### config.mk
export PLATFORM = sky130hd
export DESIGN_NAME = text_console_char_engine_unit
export DESIGN_NICKNAME = d
export VERILOG_FILES = /design/src/sv/tcce_pkg.sv /design/src/sv/tcce_regs.sv /design/src/sv/text_console_char_engine_unit.sv
export SDC_FILE = /design/constraint.sdc
export NUM_CORES = 1
export LEC_CHECK = 0
export BUFFER_PORTS_ARGS = -buffer_cell sky130_fd_sc_hd__clkbuf_2
export CORE_MARGIN = 1.5
export CORE_UTILIZATION = 40
export CTS_BUF_LIST = sky130_fd_sc_hd__clkbuf_8 sky130_fd_sc_hd__clkbuf_16
export CTS_CLUSTER_DIAMETER = 100
export DETAILED_ROUTE_END_ITERATION = 6
export SYNTH_ARGS = -nofsm -noshare
export SYNTH_HDL_FRONTEND = slang
export SYNTH_HIERARCHICAL = 1
export SYNTH_SLANG_ARGS = --single-unit
### constraint.sdc
create_clock -name aclk -period 4.65 [get_ports aclk]
set_input_delay 1.1625 -clock aclk [delete_from_list [all_inputs] [get_ports aclk]]
set_output_delay 1.1625 -clock aclk [all_outputs]
set_load 0.02 [all_outputs]
### src/sv/tcce_pkg.sv
// Shared types and constants of the text console character engine.
`timescale 1ns / 1ps
`default_nettype none

package tcce_pkg;

    // Result kinds carried on the result channel.
    typedef enum logic [1:0] {
        KIND_CELL   = 2'd0,
        KIND_SCROLL = 2'd1,
        KIND_CLEAR  = 2'd2,
        KIND_CURSOR = 2'd3
    } kind_t;

    // Most results that one input word may cause, and the width of a count of them.
    localparam int MAX_RESULTS = 9;
    localparam int CNT_W       = $clog2(MAX_RESULTS + 1);

    // Character codes with a meaning of their own.
    localparam logic [7:0] CH_BS    = 8'h08;
    localparam logic [7:0] CH_TAB   = 8'h09;
    localparam logic [7:0] CH_LF    = 8'h0A;
    localparam logic [7:0] CH_VT    = 8'h0B;
    localparam logic [7:0] CH_FF    = 8'h0C;
    localparam logic [7:0] CH_CR    = 8'h0D;
    localparam logic [7:0] CH_SPACE = 8'h20;
    localparam logic [7:0] CH_DEL   = 8'h7F;
    localparam logic [7:0] CH_QMARK = 8'h3F;

    // Input command codes.
    localparam logic CMD_PUT   = 1'b0;
    localparam logic CMD_CLEAR = 1'b1;

    // Register file: address width and register indexes (index is paddr[2]).
    localparam int   APB_ADDR_W = 3;
    localparam logic REG_FG     = 1'b0;
    localparam logic REG_BG     = 1'b1;

    // Register reset values.
    localparam logic [7:0] FG_RESET = 8'd15;
    localparam logic [7:0] BG_RESET = 8'd0;

endpackage

`default_nettype wire

### src/sv/tcce_regs.sv
// Colour register file behind the APB-style configuration port.
`timescale 1ns / 1ps
`default_nettype none

module tcce_regs
    import tcce_pkg::*;
(
    input  wire logic                  aclk,
    input  wire logic                  aresetn,
    input  wire logic                  psel,
    input  wire logic                  penable,
    input  wire logic                  pwrite,
    input  wire logic [APB_ADDR_W-1:0] paddr,
    input  wire logic [31:0]           pwdata,
    output logic      [31:0]           prdata,
    output logic                       pready,
    output logic      [7:0]            attr_byte
);

    logic [7:0] fg_reg;
    logic [7:0] bg_reg;
    logic       wr_en;

    assign pready = 1'b1;
    assign wr_en  = psel && penable && pwrite;

    // Register writes complete in the access phase.
    always_ff @(posedge aclk) begin
        if (!aresetn) begin
            fg_reg <= FG_RESET;
            bg_reg <= BG_RESET;
        end else if (wr_en) begin
            case (paddr[2])
                REG_FG: begin
                    fg_reg <= pwdata[7:0];
                end
                REG_BG: begin
                    bg_reg <= pwdata[7:0];
                end
                default: begin
                    fg_reg <= fg_reg;
                end
            endcase
        end
    end

    // Read-back multiplexer.
    always_comb begin
        case (paddr[2])
            REG_FG:  prdata = {24'd0, fg_reg};
            REG_BG:  prdata = {24'd0, bg_reg};
            default: prdata = 32'd0;
        endcase
    end

    // The attribute byte of every cell word is the OR of both colour registers.
    assign attr_byte = fg_reg | bg_reg;

endmodule

`default_nettype wire

### src/sv/text_console_char_engine_unit.sv
// Path: input word -> input register -> step logic -> result register -> m_.
// Throughput: one result word per cycle unless m_ready stalls; a printed byte that
// scrolls gives a cell and a scroll result, and a tab gives up to nine results.
// The input register holds the word while its results are issued, as m_ready allows.
// Reset homes the cursor (row 0, column 0), sets foreground 15 and background 0.
`timescale 1ns / 1ps
`default_nettype none

module text_console_char_engine_unit
    import tcce_pkg::*;
#(
    parameter int SCREEN_WIDTH  = 80,
    parameter int SCREEN_HEIGHT = 25,
    parameter int TAB_STOP      = 8
) (
    input  wire logic                  aclk,
    input  wire logic                  aresetn,
    // Configuration port
    input  wire logic                  psel,
    input  wire logic                  penable,
    input  wire logic                  pwrite,
    input  wire logic [APB_ADDR_W-1:0] paddr,
    input  wire logic [31:0]           pwdata,
    output logic      [31:0]           prdata,
    output logic                       pready,
    // Input channel
    input  wire logic                  s_valid,
    output logic                       s_ready,
    input  wire logic                  s_command,
    input  wire logic [7:0]            s_char_byte,
    // Result channel
    output logic                       m_valid,
    input  wire logic                  m_ready,
    output logic      [1:0]            m_kind,
    output logic      [4:0]            m_cell_row,
    output logic      [6:0]            m_cell_col,
    output logic      [15:0]           m_cell_word,
    output logic      [4:0]            m_cursor_row,
    output logic      [6:0]            m_cursor_col,
    output logic      [10:0]           m_cursor_addr,
    output logic                       m_last
);

    localparam int COL_W  = $clog2(SCREEN_WIDTH);
    localparam int ROW_W  = $clog2(SCREEN_HEIGHT);
    localparam int TAB_W  = $clog2(TAB_STOP + 1);
    localparam int ADDR_W = $clog2(SCREEN_WIDTH * SCREEN_HEIGHT);

    localparam logic [COL_W:0]     COL_LIMIT = (COL_W + 1)'(SCREEN_WIDTH);
    localparam logic [ROW_W:0]     ROW_LIMIT = (ROW_W + 1)'(SCREEN_HEIGHT);
    localparam logic [ROW_W-1:0]   ROW_LAST  = ROW_W'(SCREEN_HEIGHT - 1);
    localparam logic [TAB_W-1:0]   TAB_LIMIT = TAB_W'(TAB_STOP);
    localparam logic [TAB_W-1:0]   TAB_TOP   = TAB_W'(TAB_STOP - 1);
    localparam logic [ADDR_W-1:0]  ADDR_MULT = ADDR_W'(SCREEN_WIDTH);

    // Input register
    logic              item_valid_reg;
    logic              item_cmd_reg;
    logic [7:0]        item_byte_reg;

    // Progress through the results of the held word
    logic              started_reg;
    logic              pend_reg;
    logic [TAB_W-1:0]  tab_left_reg;
    logic [CNT_W-1:0]  cnt_reg;

    // Cursor state; phase is the column modulo the tab stop
    logic [ROW_W-1:0]  row_reg;
    logic [COL_W-1:0]  col_reg;
    logic [TAB_W-1:0]  phase_reg;

    // Result register
    logic              out_valid_reg;
    kind_t             out_kind_reg;
    logic [ROW_W-1:0]  out_cell_row_reg;
    logic [COL_W-1:0]  out_cell_col_reg;
    logic [15:0]       out_word_reg;
    logic [ROW_W-1:0]  out_cur_row_reg;
    logic [COL_W-1:0]  out_cur_col_reg;
    logic [ADDR_W-1:0] out_addr_reg;
    logic              out_last_reg;

    logic [7:0]        attr_byte;
    logic              out_free;
    logic              step_go;
    logic              retire;

    // Step results
    logic              emit;
    logic              done;
    kind_t             kind_n;
    logic [ROW_W-1:0]  cell_row_n;
    logic [COL_W-1:0]  cell_col_n;
    logic [15:0]       word_n;
    logic [ROW_W-1:0]  row_next;
    logic [COL_W-1:0]  col_next;
    logic [TAB_W-1:0]  phase_next;
    logic              pend_next;
    logic [TAB_W-1:0]  tab_left_next;
    logic [ADDR_W-1:0] addr_n;

    // Helpers
    logic [COL_W:0]    col_inc;
    logic              wrap;
    logic [ROW_W:0]    row_inc;
    logic              bottom;
    logic [ROW_W-1:0]  row_down;
    logic [TAB_W-1:0]  phase_inc;
    logic [TAB_W-1:0]  phase_dec;
    logic [TAB_W-1:0]  tab_cur;
    logic [CNT_W-1:0]  cnt_inc;
    logic [15:0]       fill_word;
    logic              is_tab;
    logic [7:0]        put_code;

    // True when a tab with n spaces left, c results given and the cursor at
    // column col gives no more results.
    function automatic logic tab_finished(
        input logic [TAB_W-1:0] n,
        input logic [CNT_W-1:0] c,
        input logic [COL_W-1:0] col
    );
        logic room_for_pair;
        logic room_for_one;
        room_for_pair = c < CNT_W'(MAX_RESULTS - 1);
        room_for_one  = (c < CNT_W'(MAX_RESULTS)) && (({1'b0, col} + 1'b1) < COL_LIMIT);
        return (n == '0) || (!room_for_pair && !room_for_one);
    endfunction

    tcce_regs u_regs (
        .aclk      (aclk),
        .aresetn   (aresetn),
        .psel      (psel),
        .penable   (penable),
        .pwrite    (pwrite),
        .paddr     (paddr),
        .pwdata    (pwdata),
        .prdata    (prdata),
        .pready    (pready),
        .attr_byte (attr_byte)
    );

    // Handshake: the held word steps whenever the result register can take a word.
    assign out_free = !out_valid_reg || m_ready;
    assign step_go  = item_valid_reg && out_free;
    assign retire   = step_go && done;
    assign s_ready  = !item_valid_reg || retire;

    // Cursor arithmetic shared by the step logic.
    assign col_inc   = {1'b0, col_reg} + 1'b1;
    assign wrap      = col_inc >= COL_LIMIT;
    assign row_inc   = {1'b0, row_reg} + 1'b1;
    assign bottom    = row_inc >= ROW_LIMIT;
    assign row_down  = bottom ? ROW_LAST : row_inc[ROW_W-1:0];
    assign phase_inc = (phase_reg == TAB_TOP) ? '0 : phase_reg + 1'b1;
    assign phase_dec = (phase_reg == '0) ? TAB_TOP : phase_reg - 1'b1;
    assign tab_cur   = started_reg ? tab_left_reg : TAB_LIMIT - phase_reg;
    assign cnt_inc   = (started_reg ? cnt_reg : '0) + 1'b1;
    assign fill_word = {attr_byte, CH_SPACE};
    assign is_tab    = (item_byte_reg == CH_TAB);
    assign put_code  = is_tab ? CH_SPACE : (item_byte_reg[7] ? CH_QMARK : item_byte_reg);

    // One step of the held word: the next result and the cursor after it.
    always_comb begin
        emit          = 1'b0;
        done          = 1'b1;
        kind_n        = KIND_CURSOR;
        cell_row_n    = '0;
        cell_col_n    = '0;
        word_n        = 16'd0;
        row_next      = row_reg;
        col_next      = col_reg;
        phase_next    = phase_reg;
        pend_next     = 1'b0;
        tab_left_next = tab_cur;

        if (item_cmd_reg == CMD_CLEAR) begin
            emit       = 1'b1;
            kind_n     = KIND_CLEAR;
            word_n     = fill_word;
            row_next   = '0;
            col_next   = '0;
            phase_next = '0;
        end else if (is_tab || (item_byte_reg >= CH_SPACE && item_byte_reg != CH_DEL)) begin
            // Cell write, or the scroll that a wrap at the bottom left pending.
            emit = 1'b1;
            if (pend_reg) begin
                kind_n = KIND_SCROLL;
                word_n = fill_word;
                done   = is_tab ? tab_finished(tab_cur, cnt_inc, col_reg) : 1'b1;
            end else begin
                kind_n        = KIND_CELL;
                cell_row_n    = row_reg;
                cell_col_n    = col_reg;
                word_n        = {attr_byte, put_code};
                tab_left_next = tab_cur - 1'b1;
                if (wrap) begin
                    col_next   = '0;
                    phase_next = '0;
                    row_next   = row_down;
                    pend_next  = bottom;
                end else begin
                    col_next   = col_inc[COL_W-1:0];
                    phase_next = phase_inc;
                end
                if (wrap && bottom) begin
                    done = 1'b0;
                end else begin
                    done = is_tab ? tab_finished(tab_cur - 1'b1, cnt_inc, col_next) : 1'b1;
                end
            end
        end else begin
            // Cursor controls; other control bytes and DEL give nothing.
            case (item_byte_reg)
                CH_BS: begin
                    if (col_reg != '0) begin
                        emit       = 1'b1;
                        col_next   = col_reg - 1'b1;
                        phase_next = phase_dec;
                    end
                end
                CH_LF, CH_VT, CH_FF: begin
                    emit     = 1'b1;
                    row_next = row_down;
                    if (item_byte_reg == CH_LF) begin
                        col_next   = '0;
                        phase_next = '0;
                    end
                    if (bottom) begin
                        kind_n = KIND_SCROLL;
                        word_n = fill_word;
                    end
                end
                CH_CR: begin
                    emit       = 1'b1;
                    col_next   = '0;
                    phase_next = '0;
                end
                default: begin
                    emit = 1'b0;
                end
            endcase
        end
    end

    // Linear cursor address of the new position.
    assign addr_n = ADDR_W'(row_next) * ADDR_MULT + ADDR_W'(col_next);

    // Control state: input register, step progress, cursor, result valid.
    always_ff @(posedge aclk) begin
        if (!aresetn) begin
            item_valid_reg <= 1'b0;
            started_reg    <= 1'b0;
            pend_reg       <= 1'b0;
            row_reg        <= '0;
            col_reg        <= '0;
            phase_reg      <= '0;
            out_valid_reg  <= 1'b0;
        end else begin
            if (s_valid && s_ready) begin
                item_valid_reg <= 1'b1;
            end else if (retire) begin
                item_valid_reg <= 1'b0;
            end

            if (step_go) begin
                row_reg     <= row_next;
                col_reg     <= col_next;
                phase_reg   <= phase_next;
                started_reg <= !done;
                pend_reg    <= !done && pend_next;
            end

            if (step_go && emit) begin
                out_valid_reg <= 1'b1;
            end else if (m_ready) begin
                out_valid_reg <= 1'b0;
            end
        end
    end

    // Payload registers.
    always_ff @(posedge aclk) begin
        if (s_valid && s_ready) begin
            item_cmd_reg  <= s_command;
            item_byte_reg <= s_char_byte;
        end
        if (step_go && !done) begin
            tab_left_reg <= tab_left_next;
            cnt_reg      <= cnt_inc;
        end
        if (step_go && emit) begin
            out_kind_reg     <= kind_n;
            out_cell_row_reg <= cell_row_n;
            out_cell_col_reg <= cell_col_n;
            out_word_reg     <= word_n;
            out_cur_row_reg  <= row_next;
            out_cur_col_reg  <= col_next;
            out_addr_reg     <= addr_n;
            out_last_reg     <= done;
        end
    end

    // Result ports.
    assign m_valid       = out_valid_reg;
    assign m_kind        = out_kind_reg;
    assign m_cell_row    = 5'(out_cell_row_reg);
    assign m_cell_col    = 7'(out_cell_col_reg);
    assign m_cell_word   = out_word_reg;
    assign m_cursor_row  = 5'(out_cur_row_reg);
    assign m_cursor_col  = 7'(out_cur_col_reg);
    assign m_cursor_addr = 11'(out_addr_reg);
    assign m_last        = out_last_reg;

endmodule

`default_nettype wire
Yosys cells after proc, flatten, opt, wreduce, memory -nomap -nowiden
Cells that the tools add are included.
Storage, ports and cells
  output and inout port bits: 89
  memory bits (read-only): 0
  input port bits: 51
  memory bits (writable): 0
  flip-flop bits (word level): 107
  latch bits: 0
  memories: 0
Cells by class
  shifts and indexed selects: 0
  reductions and logical operators: 38
  bitwise gates (word level): 3
  mux-type cells: 60
  multiply operators: 1
  magnitude comparators: 7
  div/mod/pow operators: 0
  eq/ne operators: 11
  add/sub/neg operators: 10
Operators by type and width (number)
  two-way mux 7 bit: 12
  two-way mux 16 bit: 4
  one-hot mux 32 bit (2 select lines): 1
  two-way mux 4 bit: 13
  equality test 8 x 4 -> 1 bit (second input constant): 6
  two-way mux 5 bit: 6
  one-hot mux 7 bit (3 select lines): 1
  two-way mux 1 bit: 18
  adder 7 x 1 -> 8 bit (second input constant): 2
  less-than comparator 8 x 7 -> 1 bit (second input constant): 2
  logical AND 1 bit: 14
  logical NOT 4 bit: 3
  one-hot mux 4 bit (3 select lines): 1
  adder 11 x 7 -> 11 bit: 1
  adder 4 x 1 -> 4 bit (second input constant): 2
  >= comparator 8 x 6 -> 1 bit (second input constant): 1
  >= comparator 8 x 7 -> 1 bit (second input constant): 1
  less-than comparator 4 bit (second input constant): 2
  != test 4 bit (second input constant): 2
  != test 8 x 7 -> 1 bit (second input constant): 1
  OR 8 bit: 1
  subtractor 4 x 1 -> 4 bit (second input constant): 2
  multiplier 5 x 3 -> 7 bit (second input constant): 1
  nonzero test 7 bit: 1
  other kinds (17): 32

Depth between registers and ports, before layout
  depth after elaboration: 21
  mapped depth: 18
  depth with buffers taken out: 17

Hierarchy
Netlist, hierarchy kept.
By module, submodules not included
  text_console_char_engine_unit: cells an instance 498, seq. area each 2382.3 sq um, area each 5027.3 sq um, instances 1
  tcce_regs: cells an instance 112, seq. area each 320.3 sq um, area each 1023.5 sq um, instances 1

Least setup slack after synthesis
OpenSTA, ideal clock, no wires.
  path kind: input -> register
  start: input port m_ready
  end: register out_cell_col_reg[0] (netlist: m_cell_col[0]) (enable)
  stages: 4
  path slack: 0.044 ns
  data arrival time: 4.121 ns
  required time: 4.165 ns
  path buffers: 1
  cell sequence: nor2b_1 -> nand2b_1 -> clkbuf_1 -> a31oi_1
Between the ends
  cells in the longest elaborated chain, start to end: 3
RTL lines
  from (decl): RTL line text_console_char_engine_unit.sv:33  | input wire logic m_ready,
  logical OR 1 bit: RTL line text_console_char_engine_unit.sv:144  | assign out_free = !out_valid_reg || m_ready;
  logical AND 1 bit: RTL line text_console_char_engine_unit.sv:145  | assign step_go = item_valid_reg && out_free;
  logical AND 1 bit: RTL line text_console_char_engine_unit.sv:292  | if (step_go && emit) begin
  to (signal assigned): RTL line text_console_char_engine_unit.sv:295  | out_cell_col_reg <= cell_col_n;
  to (decl): RTL line text_console_char_engine_unit.sv:76  | logic [COL_W-1:0] out_cell_col_reg;
No other way between the ends.
A chain may end at the register's enable or synchronous reset.

Worst setup path in the final report
  start: register col_reg[1]
  end: register out_addr_reg[10] (netlist: m_cursor_addr[10]), data pin
Between the ends
  elaborated cells between the ends (all ways): 20
RTL lines
  from (decl): RTL line text_console_char_engine_unit.sv:69  | logic [COL_W-1:0] col_reg;
  from (signal assigned): RTL line text_console_char_engine_unit.sv:268  | col_reg <= col_next;
  adder 7 x 1 -> 8 bit: RTL line text_console_char_engine_unit.sv:150  | assign col_inc = {1'b0, col_reg} + 1'b1;
  >= comparator 8 x 7 -> 1 bit: RTL line text_console_char_engine_unit.sv:151  | assign wrap = col_inc >= COL_LIMIT;
  two-way mux 5 bit: RTL line text_console_char_engine_unit.sv:197  | if (wrap) begin
  two-way mux 5 bit: RTL line text_console_char_engine_unit.sv:187  | if (pend_reg) begin
  two-way mux 5 bit: RTL line text_console_char_engine_unit.sv:184  | end else if (is_tab || (item_byte_reg >= CH_SPACE && item_byte_reg != CH_DEL)) begin
  two-way mux 5 bit: RTL line text_console_char_engine_unit.sv:177  | if (item_cmd_reg == CMD_CLEAR) begin
  named net row_next[1]: RTL line text_console_char_engine_unit.sv:95  | logic [ROW_W-1:0] row_next;
  multiplier 5 x 3 -> 7 bit: RTL line text_console_char_engine_unit.sv:247  | assign addr_n = ADDR_W'(row_next) * ADDR_MULT + ADDR_W'(col_next);
  adder 11 x 7 -> 11 bit: RTL line text_console_char_engine_unit.sv:247
  named net addr_n[10]: RTL line text_console_char_engine_unit.sv:100  | logic [ADDR_W-1:0] addr_n;
  to (signal assigned): RTL line text_console_char_engine_unit.sv:299  | out_addr_reg <= addr_n;
  to (decl): RTL line text_console_char_engine_unit.sv:80  | logic [ADDR_W-1:0] out_addr_reg;
The timed path passes the listed nets, and every way through them passes these cells. The select of a mux whose other input is x is not followed.

==> metrics.txt <==
crit end category register; worst min-delay path class register to register; CP most frequent cell ha_1; H-tree levels 3; share of cells above drive strength 1 23.0%; # nets final 759; Mapped Cells 610; first drt pass iteration count 7; # rows 44; n_diodes 0; WHS 478 ps; final period utilization 91.7%; #FFs+latches synth 102; crit path buf inv count 1; post-CTS sizing 0; Area Growth Syn to Fin 13.7%; chip height 126 um; top cell family by delay on the critical path simple AND/OR/NAND/NOR gates; Worst-Skew Late Latency 360 ps; CP required 4750 ps; WS Path Type register to register; synthesized area 6050 um^2; Post-CTS Setup Bufs 0; Pwr Density 298 nW/um^2; Routed Antenna Nets 0; Setup Total Neg Slack 0 ps; Max Clock Freq 235 MHz; vias in the first global route 4588; CTS Buf Count 9; CTS root buffer clkbuf_16; top post-synthesis cells by area edfxtp_1, dfxtp_1, ha_1; initial DRC count 320; via density per instance 5.42; io pins 140; port bufs 87; CP arrival 4360 ps; post-synth top area cell edfxtp_1; violated checks design-rule violations; Die ar. 15900 um^2; # DRC 5; Avg Inst Size Synth 9.92 um^2; Synth async-reset ratio 0%; CORE AREA 14600 um^2; Setup violations, final 0; drt total wl 14000 um; gr ovfl total 0; worst-path cell chain ha_1, nand3_2, or3b_1, and3_1, o22ai_2, and2_1, a22o_1, ha_1, ha_1, inv_1, fa_1, or2_2, a21oi_1, o32ai_1, xor2_1; startpoint types register; Clock Skew 10.8 ps; RSZ-0062 raised after global routing no; largest net degree at the start of global routing 54; most frequent cells in the layout clkbuf_2, edfxtp_1, nand2_1; Final Max Slew Viols 0; GRT Total Usage 18.1%; initial core utilization 41.3%; Synth cell types 77; CP max stage delay 450 ps; Max-slew headroom 34.9%; status complete, but fails checks; commonest non-fill, non-tap cell in the layout clkbuf_2; CP max-delay cell or3b_1; via count 4747; share of the synthesized area in the top cell type 32.8%; CTS tree yes; Die X 126 um; GPL Wtd Cong 0.923; VDD IR max 0.000207 V; CTS Sinks 102; Hold-fix buffers, CTS 0; Most used DFF post-synth edfxtp_1; crit-path max FO 9; P_leak 2.66 nW; Final Hold Fails 0; post-synthesis sequential area ratio 44.7%; Clock transition at path regs 80 ps; initial antenna violation count 0; dpl hpwl 10300 um; Filler Cell Count 1391; drt wl/cell 16.0 um; Longest Clk Path Bufs 2; minimum clock period 4260 ps; number of synthesized flops with an enable pin 66; max reg flops 15; synthesis warning total 6; global-route wire length before repair 22900 um; Max Cap Violations 0; slew at the pin with the worst max-slew slack 976 ps
[cell usage after synthesis, types with 6 or more instances]
master    number
inv_1         24
nand2_1       52
nand4_1        7
nor2_1        30
ha_1          19
nor3_1        15
o21a_1        13
nand3_1       17
mux2_2         9
o21ai_0       26
a21oi_1       23
xnor2_1       10
xor2_1         6
and2_1        19
nand2b_1       8
dfxtp_1       36
buf_4         31
nor2b_1       15
a31oi_1        7
mux2i_1       23
buf_2          8
edfxtp_1      66
or2_2         11
clkbuf_1      20
[path summary, 6_finish.rpt]
kind               startpoint           endpoint  slack [ps]  cells past startpoint
max reg2reg        col_reg[1]  m_cursor_addr[10]         390                     15
max                col_reg[1]  m_cursor_addr[10]         390                     15
min reg2reg  u_regs/bg_reg[7]   u_regs/bg_reg[7]         480                      2
min          u_regs/bg_reg[7]   u_regs/bg_reg[7]         480                      2
[kinds of logic after synthesis]
kind of cell | Yosys count | synth area share [%]
compound gates | 136 | 15.6
xor+xnor | 16 | 2.32
fa+ha+maj | 21 | 4.59
buf+inv | 88 | 8.19
flops | 102 | 44.7
mux | 32 | 5.48
other cells | 3 | 0.186
simple gates | 212 | 19.0
[area by class of cell]
class | instances | area, um^2 | area share, %
Multi-Input combinational cell | 443 | 2950 | 42.9
Sequential cell | 102 | 2700 | 39.3
Timing Repair Buffer | 106 | 578 | 8.40
Tap cell | 184 | 230 | 3.35
Clock buffer | 9 | 225 | 3.27
Clock inverter | 7 | 97.6 | 1.42
Inverter | 25 | 93.8 | 1.36
[report_power, final]
part	switching (mW)	leakage (nW)	internal [mW]
combinational	0.149	1.59	0.0834
clock	0.365	0.159	0.436
sequential	0.0268	0.915	0.992
[metrics by stage]
step | total power, mW | cell area (um^2) | instances | setup WS [ps] | util (%)
detailed placement | 1.27 | 6560 | 860 | 410 | 44.8
floorplan | 1.22 | 6140 | 633 | 44.5 | -
global placement | 1.27 | 6560 | 860 | 415 | 44.8
CTS | 2.07 | 6880 | 876 | 400 | 47.0
global route | 2.13 | 6880 | 876 | 156 | 47.0
finish | 2.05 | 6880 | 876 | 386 | 47.0
[worst min-delay path: stages (launching register included)]
cell and delay [ps]:
dfxtp_1 330, nand2_1 60, mux2i_1 50
[per-layer routing]
layer | vias up | wire [um] | GRT usage [%]
li1 | 2325 | - | -
met1 | 2212 | 6340 | 23.8
met2 | 184 | 6400 | 28.7
met3 | 26 | 932 | 3.95
met4 | 0 | 322 | 8.05
met5 | - | 0 | 0
No activity file was read; power rests on OpenSTA's default activity.
